File: src/rtl/jsu_pkg.sv
`timescale 1ns / 1ps
`default_nettype none

package jsu_pkg;

  // length counter and capacity register
  localparam int LengthBits = 12;
  localparam int CapWidth   = 13;
  localparam logic [CapWidth-1:0] CapTop = CapWidth'(1 << LengthBits);
  localparam logic [CapWidth-1:0] CapReset = 13'd64;

  // job queue between front and back
  localparam int QueuePtrBits = 2;
  localparam int QueueDepth   = 1 << QueuePtrBits;

  // \u escape takes this many bytes
  localparam logic [2:0] HexDigits = 3'd4;

  // character codes
  localparam logic [7:0] ChNul    = 8'h00;
  localparam logic [7:0] ChQuote  = 8'h22;
  localparam logic [7:0] ChBslash = 8'h5C;
  localparam logic [7:0] ChU      = 8'h75;
  localparam logic [7:0] ChN      = 8'h6E;
  localparam logic [7:0] ChT      = 8'h74;
  localparam logic [7:0] ChLf     = 8'h0A;
  localparam logic [7:0] ChTab    = 8'h09;
  localparam logic [7:0] ChQmark  = 8'h3F;

  localparam logic [15:0] SurrLo = 16'hD800;
  localparam logic [15:0] SurrHi = 16'hDFFF;

  localparam logic [7:0] Utf8Cont  = 8'h80;
  localparam logic [7:0] Utf8Lead2 = 8'hC0;
  localparam logic [7:0] Utf8Lead3 = 8'hE0;
  localparam logic [7:0] Utf8Mask3 = 8'hF0;

  typedef enum logic [2:0] {
    PH_NORMAL,
    PH_ESCAPE,
    PH_HEX,
    PH_UTF8,
    PH_DONE
  } phase_t;

  // one accepted byte's worth of results: up to four data bytes, then maybe an end item
  typedef struct packed {
    logic [3:0][7:0]       bytes;
    logic [2:0]            nbytes;
    logic                  has_end;
    logic [LengthBits-1:0] length;
  } job_t;

  typedef struct packed {
    logic [2:0][7:0] bytes;
    logic [1:0]      n;
  } enc_t;

  typedef struct packed {
    logic       valid;
    logic [3:0] val;
  } hex_t;

  function automatic enc_t enc_utf8(input logic [15:0] cp);
    enc_t e;
    e.bytes = '0;
    if (cp < 16'h0080) begin
      e.n = 2'd1;
      e.bytes[0] = cp[7:0];
    end else if (cp < 16'h0800) begin
      e.n = 2'd2;
      e.bytes[0] = Utf8Lead2 | {3'b000, cp[10:6]};
      e.bytes[1] = Utf8Cont | {2'b00, cp[5:0]};
    end else begin
      e.n = 2'd3;
      e.bytes[0] = Utf8Lead3 | {4'b0000, cp[15:12]};
      e.bytes[1] = Utf8Cont | {2'b00, cp[11:6]};
      e.bytes[2] = Utf8Cont | {2'b00, cp[5:0]};
    end
    return e;
  endfunction

  function automatic logic [2:0] seq_len(input logic [7:0] lead);
    logic [2:0] n;
    if (lead < Utf8Cont) n = 3'd1;
    else if ((lead & Utf8Lead3) == Utf8Lead2) n = 3'd2;
    else if ((lead & Utf8Mask3) == Utf8Lead3) n = 3'd3;
    else n = 3'd4;
    return n;
  endfunction

  function automatic hex_t hex_digit(input logic [7:0] b);
    hex_t h;
    h.valid = 1'b1;
    h.val = 4'd0;
    if (b >= 8'h30 && b <= 8'h39) h.val = 4'(b - 8'h30);
    else if (b >= 8'h61 && b <= 8'h66) h.val = 4'(b - 8'h57);
    else if (b >= 8'h41 && b <= 8'h46) h.val = 4'(b - 8'h37);
    else h.valid = 1'b0;
    return h;
  endfunction

endpackage

`default_nettype wire

File: src/rtl/jsu_front.sv
`timescale 1ns / 1ps
`default_nettype none

module jsu_front (
  input  wire logic                           clk,
  input  wire logic                           rst,
  input  wire logic                           in_valid,
  output logic                                in_ready,
  input  wire logic [7:0]                     in_byte,
  input  wire logic                           in_last,
  input  wire logic [jsu_pkg::CapWidth-1:0]   capacity,
  input  wire logic                           q_full,
  output logic                                push,
  output jsu_pkg::job_t                       job
);

  jsu_pkg::phase_t phase, phase_next;
  logic [15:0] hex_value, hex_value_next;
  logic [2:0]  hex_count, hex_count_next;
  logic        hex_stopped, hex_stopped_next;
  logic [3:0][7:0] seq_b, seq_b_next;
  logic [2:0]  seq_needed, seq_needed_next;
  logic [jsu_pkg::LengthBits-1:0] written_count, written_count_next;

  logic [jsu_pkg::CapWidth-1:0] cap_lim;
  logic [4:0]      fit_v;
  logic            accept;
  logic [2:0]      emit_n;
  logic [3:0][7:0] emit_b;
  logic            fin;

  jsu_pkg::hex_t hd;
  logic [15:0]   hex_upd;
  logic [15:0]   code;
  jsu_pkg::enc_t enc;
  logic          fit_code;
  logic [7:0]    esc_cp;
  logic [2:0]    seq_total;
  logic [2:0]    seq_idx;
  logic [2:0]    cnt_inc;
  logic [2:0]    lead_n;
  logic [3:0][7:0] seq_ins;

  assign accept  = in_valid && in_ready;
  assign cap_lim = (capacity > jsu_pkg::CapTop) ? jsu_pkg::CapTop : capacity;

  // room check for 0..4 more bytes
  always_comb begin
    for (int i = 0; i < 5; i++) begin
      fit_v[i] = ({1'b0, written_count} + jsu_pkg::CapWidth'(i)) < cap_lim;
    end
  end

  always_comb begin
    hd = jsu_pkg::hex_digit(in_byte);
    hex_upd = (!hex_stopped && hd.valid) ? {hex_value[11:0], hd.val} : hex_value;
    esc_cp = (in_byte == jsu_pkg::ChN) ? jsu_pkg::ChLf :
             (in_byte == jsu_pkg::ChT) ? jsu_pkg::ChTab : in_byte;
    if (phase == jsu_pkg::PH_HEX) begin
      code = (hex_upd >= jsu_pkg::SurrLo && hex_upd <= jsu_pkg::SurrHi) ?
             {8'h00, jsu_pkg::ChQmark} : hex_upd;
    end else begin
      code = (in_byte == jsu_pkg::ChU) ? 16'h0000 : {8'h00, esc_cp};
    end
    enc = jsu_pkg::enc_utf8(code);
    fit_code = fit_v[{1'b0, enc.n}];
    seq_total = jsu_pkg::seq_len(seq_b[0]);
    seq_idx = seq_total - seq_needed;
    cnt_inc = hex_count + 3'd1;
    lead_n = jsu_pkg::seq_len(in_byte);
    seq_ins = seq_b;
    seq_ins[seq_idx[1:0]] = in_byte;
  end

  // next state
  always_comb begin
    phase_next = phase;
    hex_value_next = hex_value;
    hex_count_next = hex_count;
    hex_stopped_next = hex_stopped;
    seq_b_next = seq_b;
    seq_needed_next = seq_needed;
    emit_n = 3'd0;
    emit_b = '0;
    fin = 1'b0;
    unique case (phase)
      jsu_pkg::PH_DONE: begin
        if (in_last) phase_next = jsu_pkg::PH_NORMAL;
      end
      jsu_pkg::PH_ESCAPE: begin
        if (in_byte == jsu_pkg::ChNul) begin
          if (fit_v[1]) begin
            emit_n = 3'd1;
            emit_b[0] = jsu_pkg::ChBslash;
          end
          fin = 1'b1;
        end else if (in_byte == jsu_pkg::ChU) begin
          phase_next = jsu_pkg::PH_HEX;
          hex_value_next = '0;
          hex_count_next = '0;
          hex_stopped_next = 1'b0;
          if (in_last) begin
            if (fit_code) begin
              emit_n = {1'b0, enc.n};
              emit_b = {8'h00, enc.bytes};
            end
            fin = 1'b1;
          end
        end else begin
          phase_next = jsu_pkg::PH_NORMAL;
          if (fit_code) begin
            emit_n = {1'b0, enc.n};
            emit_b = {8'h00, enc.bytes};
          end
          fin = !fit_code || in_last;
        end
      end
      jsu_pkg::PH_HEX: begin
        if (in_byte == jsu_pkg::ChNul) begin
          if (fit_code) begin
            emit_n = {1'b0, enc.n};
            emit_b = {8'h00, enc.bytes};
          end
          fin = 1'b1;
        end else begin
          hex_value_next = hex_upd;
          hex_stopped_next = hex_stopped || !hd.valid;
          hex_count_next = cnt_inc;
          if (cnt_inc >= jsu_pkg::HexDigits || in_last) begin
            phase_next = jsu_pkg::PH_NORMAL;
            hex_value_next = '0;
            hex_count_next = '0;
            hex_stopped_next = 1'b0;
            if (fit_code) begin
              emit_n = {1'b0, enc.n};
              emit_b = {8'h00, enc.bytes};
            end
            fin = !fit_code || in_last;
          end
        end
      end
      jsu_pkg::PH_UTF8: begin
        if (in_byte == jsu_pkg::ChNul || seq_needed == 3'd0 || seq_idx >= 3'd4) begin
          fin = 1'b1;
        end else begin
          seq_b_next = seq_ins;
          seq_needed_next = seq_needed - 3'd1;
          if (seq_needed == 3'd1) begin
            phase_next = jsu_pkg::PH_NORMAL;
            seq_b_next = '0;
            if (!fit_v[seq_total]) begin
              fin = 1'b1;
            end else begin
              emit_n = seq_total;
              emit_b = seq_ins;
              fin = in_last;
            end
          end else begin
            fin = in_last;
          end
        end
      end
      default: begin
        phase_next = jsu_pkg::PH_NORMAL;
        if (in_byte == jsu_pkg::ChQuote || in_byte == jsu_pkg::ChNul) begin
          fin = 1'b1;
        end else if (in_byte == jsu_pkg::ChBslash) begin
          if (in_last) begin
            if (fit_v[1]) begin
              emit_n = 3'd1;
              emit_b[0] = jsu_pkg::ChBslash;
            end
            fin = 1'b1;
          end else begin
            phase_next = jsu_pkg::PH_ESCAPE;
          end
        end else if (!fit_v[lead_n]) begin
          fin = 1'b1;
        end else if (lead_n == 3'd1) begin
          emit_n = 3'd1;
          emit_b[0] = in_byte;
          fin = in_last;
        end else begin
          seq_b_next = {24'h000000, in_byte};
          seq_needed_next = lead_n - 3'd1;
          phase_next = jsu_pkg::PH_UTF8;
          fin = in_last;
        end
      end
    endcase
    if (fin) begin
      phase_next = in_last ? jsu_pkg::PH_NORMAL : jsu_pkg::PH_DONE;
      hex_value_next = '0;
      hex_count_next = '0;
      hex_stopped_next = 1'b0;
      seq_b_next = '0;
      seq_needed_next = '0;
      written_count_next = '0;
    end else begin
      written_count_next = written_count + jsu_pkg::LengthBits'(emit_n);
    end
  end

  // outputs
  always_comb begin
    in_ready = !q_full;
    push = accept && (emit_n != 3'd0 || fin);
    job.bytes = emit_b;
    job.nbytes = emit_n;
    job.has_end = fin;
    job.length = written_count + jsu_pkg::LengthBits'(emit_n);
  end

  always_ff @(posedge clk) begin
    if (rst) begin
      phase <= jsu_pkg::PH_NORMAL;
      hex_value <= '0;
      hex_count <= '0;
      hex_stopped <= 1'b0;
      seq_b <= '0;
      seq_needed <= '0;
      written_count <= '0;
    end else if (accept) begin
      phase <= phase_next;
      hex_value <= hex_value_next;
      hex_count <= hex_count_next;
      hex_stopped <= hex_stopped_next;
      seq_b <= seq_b_next;
      seq_needed <= seq_needed_next;
      written_count <= written_count_next;
    end
  end

  a_utf8_pending: assert property (@(posedge clk) disable iff (rst)
    phase == jsu_pkg::PH_UTF8 |-> seq_needed != 3'd0 && seq_needed < 3'd4)
    else $error("utf8 phase without pending continuation bytes");

  a_hex_count: assert property (@(posedge clk) disable iff (rst)
    phase == jsu_pkg::PH_HEX |-> hex_count < jsu_pkg::HexDigits)
    else $error("hex escape ran past four bytes");

  a_end_clears: assert property (@(posedge clk) disable iff (rst)
    accept && fin |=> written_count == '0 && phase != jsu_pkg::PH_UTF8)
    else $error("string end did not clear length");

endmodule

`default_nettype wire

File: src/rtl/jsu_queue.sv
`timescale 1ns / 1ps
`default_nettype none

module jsu_queue (
  input  wire logic          clk,
  input  wire logic          rst,
  input  wire logic          push,
  input  wire jsu_pkg::job_t push_job,
  output logic               full,
  input  wire logic          pop,
  output jsu_pkg::job_t      head,
  output logic               empty
);

  jsu_pkg::job_t slots [jsu_pkg::QueueDepth];
  logic [jsu_pkg::QueuePtrBits-1:0] wr_ptr, rd_ptr;
  logic [jsu_pkg::QueuePtrBits:0]   count;
  logic do_push, do_pop;

  assign full    = count == (jsu_pkg::QueuePtrBits+1)'(jsu_pkg::QueueDepth);
  assign empty   = count == '0;
  assign do_push = push && !full;
  assign do_pop  = pop && !empty;
  assign head    = slots[rd_ptr];

  always_ff @(posedge clk) begin
    if (do_push) slots[wr_ptr] <= push_job;
  end

  always_ff @(posedge clk) begin
    if (rst) begin
      wr_ptr <= '0;
      rd_ptr <= '0;
      count <= '0;
    end else begin
      if (do_push) wr_ptr <= wr_ptr + jsu_pkg::QueuePtrBits'(1);
      if (do_pop) rd_ptr <= rd_ptr + jsu_pkg::QueuePtrBits'(1);
      unique case ({do_push, do_pop})
        2'b10:   count <= count + (jsu_pkg::QueuePtrBits+1)'(1);
        2'b01:   count <= count - (jsu_pkg::QueuePtrBits+1)'(1);
        default: count <= count;
      endcase
    end
  end

endmodule

`default_nettype wire

File: src/rtl/jsu_back.sv
`timescale 1ns / 1ps
`default_nettype none

module jsu_back (
  input  wire logic                              clk,
  input  wire logic                              rst,
  input  wire jsu_pkg::job_t                     head,
  input  wire logic                              empty,
  output logic                                   pop,
  output logic                                   out_valid,
  input  wire logic                              out_ready,
  output logic [7:0]                             out_byte,
  output logic                                   out_end,
  output logic [jsu_pkg::LengthBits-1:0]         out_len
);

  logic [2:0] pos;
  logic adv, take, is_byte, last;

  assign adv     = !out_valid || out_ready;
  assign take    = adv && !empty;
  assign is_byte = pos < head.nbytes;
  assign last    = is_byte ? (pos == head.nbytes - 3'd1 && !head.has_end) : 1'b1;
  assign pop     = take && last;

  always_ff @(posedge clk) begin
    if (rst) begin
      out_valid <= 1'b0;
      pos <= '0;
    end else if (adv) begin
      out_valid <= !empty;
      if (take) pos <= last ? 3'd0 : pos + 3'd1;
    end
  end

  always_ff @(posedge clk) begin
    if (take) begin
      out_byte <= is_byte ? head.bytes[pos[1:0]] : 8'h00;
      out_end <= !is_byte;
      out_len <= is_byte ? '0 : head.length;
    end
  end

endmodule

`default_nettype wire

File: src/rtl/json_string_unescape_utf8_unit.sv
// path: an accepted byte's results are written into the job queue, then pass through the
//   back's output register before they appear on the output
// throughput: one input byte per cycle while each byte yields at most one item and m_tready
//   stays high; a byte that yields more items holds the output side until all have gone out,
//   and a four-job queue lets the input keep running during such bursts
// reset: synchronous rst clears decoder state, queue and output valid; capacity returns to 64
`timescale 1ns / 1ps
`default_nettype none

module json_string_unescape_utf8_unit (
  input  wire logic        clk,
  input  wire logic        rst,
  // input stream of raw string text bytes
  input  wire logic        s_tvalid,
  output logic             s_tready,
  input  wire logic [7:0]  s_tdata,      // [7:0] in_byte
  input  wire logic        s_tlast,      // end_of_buffer
  // decoded output stream
  output logic             m_tvalid,
  input  wire logic        m_tready,
  output logic [23:0]      m_tdata,      // [7:0] out_byte, [19:8] out_length, [23:20] zero
  output logic             m_tlast,      // is_end
  // capacity register write
  input  wire logic        cfg_wr_en,
  input  wire logic [12:0] cfg_wr_data
);

  // output buffer capacity including terminator
  logic [jsu_pkg::CapWidth-1:0] out_capacity;

  // front to queue
  logic          push;
  jsu_pkg::job_t push_job;
  logic          q_full;

  // queue to back
  jsu_pkg::job_t head;
  logic          q_empty;
  logic          pop;

  logic [7:0]                     out_byte;
  logic [jsu_pkg::LengthBits-1:0] out_len;

  always_ff @(posedge clk) begin
    if (rst) begin
      out_capacity <= jsu_pkg::CapReset;
    end else if (cfg_wr_en) begin
      out_capacity <= cfg_wr_data;
    end
  end

  // front: escape and utf8 decode, one byte per transfer, builds a job per byte that yields output or ends the string
  jsu_front u_front (
    .clk      (clk),
    .rst      (rst),
    .in_valid (s_tvalid),
    .in_ready (s_tready),
    .in_byte  (s_tdata),
    .in_last  (s_tlast),
    .capacity (out_capacity),
    .q_full   (q_full),
    .push     (push),
    .job      (push_job)
  );

  // short job queue decouples decode from output draining
  jsu_queue u_queue (
    .clk      (clk),
    .rst      (rst),
    .push     (push),
    .push_job (push_job),
    .full     (q_full),
    .pop      (pop),
    .head     (head),
    .empty    (q_empty)
  );

  // back: splits jobs into single output transfers through a register
  jsu_back u_back (
    .clk       (clk),
    .rst       (rst),
    .head      (head),
    .empty     (q_empty),
    .pop       (pop),
    .out_valid (m_tvalid),
    .out_ready (m_tready),
    .out_byte  (out_byte),
    .out_end   (m_tlast),
    .out_len   (out_len)
  );

  assign m_tdata = {4'h0, out_len, out_byte};

  a_data_no_len: assert property (@(posedge clk) disable iff (rst)
    m_tvalid && !m_tlast |-> m_tdata[19:8] == 12'd0)
    else $error("data transfer carries a length");

  a_end_no_byte: assert property (@(posedge clk) disable iff (rst)
    m_tvalid && m_tlast |-> m_tdata[7:0] == 8'h00)
    else $error("end transfer carries a data byte");

  a_push_room: assert property (@(posedge clk) disable iff (rst)
    push |-> !q_full)
    else $error("job pushed into full queue");

endmodule

`default_nettype wire
File: config.mk
export PLATFORM = sky130hd
export DESIGN_NAME = json_string_unescape_utf8_unit
export DESIGN_NICKNAME = d
export VERILOG_FILES = /design/src/rtl/jsu_pkg.sv /design/src/rtl/jsu_front.sv /design/src/rtl/jsu_queue.sv /design/src/rtl/jsu_back.sv /design/src/rtl/json_string_unescape_utf8_unit.sv
export SDC_FILE = /design/constraint.sdc
export NUM_CORES = 1
export LEC_CHECK = 0
export ABC_AREA = 1
export BUFFER_PORTS_ARGS = -buffer_cell sky130_fd_sc_hd__buf_2
export CORE_MARGIN = 8
export CORE_UTILIZATION = 41
export CTS_BUF_LIST = sky130_fd_sc_hd__clkbuf_8
export CTS_CLUSTER_DIAMETER = 200
export DETAILED_ROUTE_END_ITERATION = 8
export GPL_TIMING_DRIVEN = 1
export SYNTH_ARGS = -nofsm -noshare
export SYNTH_HDL_FRONTEND = slang
export SYNTH_HIERARCHICAL = 1
export SYNTH_SLANG_ARGS = --single-unit
File: constraint.sdc
create_clock -name clk -period 13.4 [get_ports clk]
set_input_delay 2.68 -clock clk [delete_from_list [all_inputs] [get_ports clk]]
set_output_delay 2.68 -clock clk [all_outputs]
set_load 0.1 [all_outputs]
==> run_results.csv <==
group,metric,value,unit
outcome,status,"finished, final reports clean",
power_and_ir_drop,p_comb_frac,0.369,
routing,dr.pass1.iters,5,
timing,finalHoldViolCount,0,
grt,antenna_found_initial,2,
routing,drtAntennaViolNets,0,
layout,syn_to_final_growth,8.78,%
layout,ff_latch_area,8320,µm²
power_and_ir_drop,ir_worst_vdd,112,µV
routing,totalWireLength,46900,µm
hold_path,hold_end,"u_front/hex_count[2]",
layout,final_cell_mix,"372 x nand2_1, 313 x nor2_1, 213 x edfxtp_1",
die,ios,54,
clock_tree,cts_buffer_depth,3,
hold_path,hp-start,"u_front/hex_count[2]",
worst_setup_path,rr_worst_depth,32,
power_and_ir_drop,seq_power_share,0.372,
placed_design,io_buffers,49,
flow_run,drv_cap,0,
grt,grt_pass1_vias,13500,
power_and_ir_drop,switching_power,1.47,mW
clock_tree,clock_latency,0.66,ns
synthesis,syn_avg_cell_area,8.49,µm²
clock_tree,cts_sinks,309,
power_and_ir_drop,clkPwrFrac,0.258,
worst_setup_path,cp_max_fo,48,
die,fp.dieW,223,µm
clock_tree,cts-resized-gates,0,
routing,routed_via_density,5.26,
synthesis,synth_warnings,6,
routing,wl_per_cell,17.4,µm
power_and_ir_drop,swShare,0.416,
synthesis,yosys.area_share.simple,0.214,
worst_setup_path,cp-end-kind,"register",
synthesis,ys_top_cells_by_area,"edfxtp_1 36%, dfxtp_1 11%, nand2_1 7.9%",
worst_setup_path,crit_required,13.66,ns
synthesis,synthMuxAreaShare,0,
timing,fin_crit,7.10,ns
timing,fin_tns_setup,0,ns
timing,rsz0062_at_grt,"false",
timing,slew_headroom,0.212,
clock_tree,clock_tree.root_cell,"clkbuf_8",
routing,vias,14100,
die,core,42800,µm²
timing,skew,0.0332,ns
timing,drv_slew,0,
layout,fillers,4214,
power_and_ir_drop,intPower,2.06,mW
hold_path,hold_path.class,"register to register",
synthesis,ys.flop_type,"edfxtp_1",
synthesis,syn_inst,2077,
timing,post-route-period-util,0.530,
worst_setup_path,rrSetupSlack,7.05,ns
placed_design,globalplace.congestion,0.920,
power_and_ir_drop,p_leak,7.98,nW
hold_path,hold_depth,2,
synthesis,syn_area,17600,µm²
die,fp-row-count,76,
layout,design_area,19200,µm²
worst_setup_path,r2r_end,"u_front/written_count[10]",
placed_design,dp_hpwl,31800,µm
timing,worst_slew_pin_slew,1.18,ns
synthesis,synth_top_cell_area_share,0.363,
grt,grt_max_degree,97,
clock_tree,clk_pin_slew_worst_paths,0.05,ns
timing,fmax,141,MHz
routing,route.detailed.drc,0,
worst_setup_path,startpoint_type,"input pin",
layout,drive_above_1_share,0.111,
synthesis,async_flop_share,0,
worst_setup_path,r2r-start,"u_front/written_count[2]",
die,fp.dieArea,49900,µm²
synthesis,synth.distinct_cells,60,
grt,grt_remaining_overflow,0,
grt,grt_pass1_wl,73600,µm
die,initial_core_util,0.412,
power_and_ir_drop,total_power,3.53,mW
synthesis,synth_seq_cells,309,
clock_tree,cts_tree,"built",
synthesis,synth_xor_area_frac,0.0219,
worst_setup_path,cp.arrival,7.36,ns
synthesis,synth_top_family_by_area,"simple AND/OR/NAND/NOR gates",
clock_tree,cts-hold-fix-buffers,0,
synthesis,post-synth-top-area-cell,"edfxtp_1",
layout,final_nets,2213,
synthesis,synth_edf_count,213,
routing,drt-initial-drc-count,952,
layout,final_common_cell,"nand2_1",
worst_setup_path,path_class,"input pin to register",
synthesis,seq_area_frac_synth,0.472,
layout,multiInputGateArea,7820,µm²
synthesis,synth_fa_ha_area_frac,0.0645,
timing,setup_viol_count_final,0,
grt,grt.total_usage,0.184,
clock_tree,cts_setup_buffers,0,
clock_tree,numCtsBuffers,55,
clock_tree,cts.htree.levels,2,
placed_design,placed_cell_area,18000,µm²
synthesis,synth_compound_area_frac,0.141,
power_and_ir_drop,powerDensity,184,nW/µm²
die,die_h,223,µm
[power groups by stage]
stage	Sequential, mW	Combinational, mW	Clock (mW)
4_1_cts	1.31	1.31	0.943
3_5_place_dp	1.33	1.30	0
2_1_floorplan	1.56	0.826	0
6_report	1.31	1.30	0.912
3_3_place_gp	1.33	1.29	0
5_1_grt	1.33	1.44	0.984
[through the flow]
stage,std cells,setup WS [ns],util,hold slack [ns]
CTS,2690,6.33,0.448,0.475
floorplan,2080,5.36,-,0.444
finish,2692,6.30,0.448,0.470
detailed placement,2586,5.64,0.421,0.466
global placement,2586,5.80,0.421,0.454
global route,2690,5.92,0.448,0.498
[worst max path at each step]
stage	start	endpoint	slack, ns	depth (start not counted)
detailed placement	s_tdata[0]	u_queue/slots[3][43]	5.64	27
CTS	s_tdata[0]	u_queue/slots[3][32]	6.33	27
global placement	s_tdata[0]	u_queue/slots[3][38]	5.80	25
global route	s_tdata[0]	u_queue/slots[0][32]	5.92	27
floorplan	s_tdata[0]	u_queue/slots[0][0]	5.36	27
finish	s_tdata[0]	u_queue/slots[0][31]	6.30	27
[worst max-delay path, stage by stage]
cell     delay, ns
buf_2         0.22
inv_1         0.16
ha_1          0.24
nor2_1        0.09
nand2_1       0.09
nand3_4       0.14
nand2_4       0.09
nand2_4       0.19
nand2_1       0.08
nand2_1       0.15
inv_1         0.08
nor2_1        0.10
nand2_1       0.12
nand3_1       0.16
nand2_1       0.11
nor2_4        0.12
a21oi_4       0.08
nand2_2       0.06
nand3_1       0.13
nor2_2        0.23
nand2_1       0.19
nand2_1       0.22
inv_1         0.11
a41oi_1       0.44
nand2_2       0.27
nor2_4        0.13
buf_4         0.60
[flip-flops by register name, indices dropped and copies added (netlist names), named ones only]
register               cells
u_queue/slots            192
u_front/seq_b             32
u_front/hex_value         16
out_capacity              13
u_back/out_len            12
u_front/written_count     12
u_back/out_byte            8
u_back/pos                 3
u_front/hex_count          3
u_front/phase              3
u_front/seq_needed         3
u_queue/count              3
u_queue/rd_ptr             2
u_queue/wr_ptr             2
u_back/out_end             1
u_back/out_valid           1
u_front/hex_stopped        1
[metal layers]
layer | global-route usage | wire length, µm
met1 | 0.241 | 21300
met2 | 0.300 | 21500
met3 | 0.0344 | 2800
met4 | 0.0673 | 1360
met5 | 0 | 0
[logic make-up (layout without fill, tap and decap cells)]
logic type | Yosys count | in the layout
simple gates | 894 | 894
xor+xnor | 44 | 44
other cells | 1 | 6
flops | 309 | 309
buf+inv | 318 | 382
fa+ha+maj | 89 | 89
compound gates | 422 | 422
[synth_stat cells, types with 4 or more instances]
cell type and instances:
nand2_1 372, nor2_1 317, edfxtp_1 213, inv_1 198
o21ai_0 192, nand3_1 118, a21oi_1 114, dfxtp_1 96
ha_1 86, o22ai_1 39, xor2_1 39, clkbuf_1 31
nor2_2 23, buf_6 20, o22ai_2 20, nor3_1 19
buf_2 18, buf_4 14, nand4_1 14, o21ai_1 14
nand2_2 9, inv_2 8, buf_1 7, clkbuf_2 6
nand2_4 6, o21a_1 6, a211oi_1 5, clkinv_1 5
xnor2_1 5, nor4_1 4, o2111ai_1 4, o211ai_1 4
or2_2 4
[area by class of cell]
cell class,count,area share
clock inverters,42,0.0163
multi-input cells,1453,0.408
inverters,214,0.0427
diodes,2,0.000261
flip-flops and latches,309,0.434
clock buffers,62,0.0445
repair buffers,64,0.0187
well taps,546,0.0356
(Power assumes the default switching activity.)
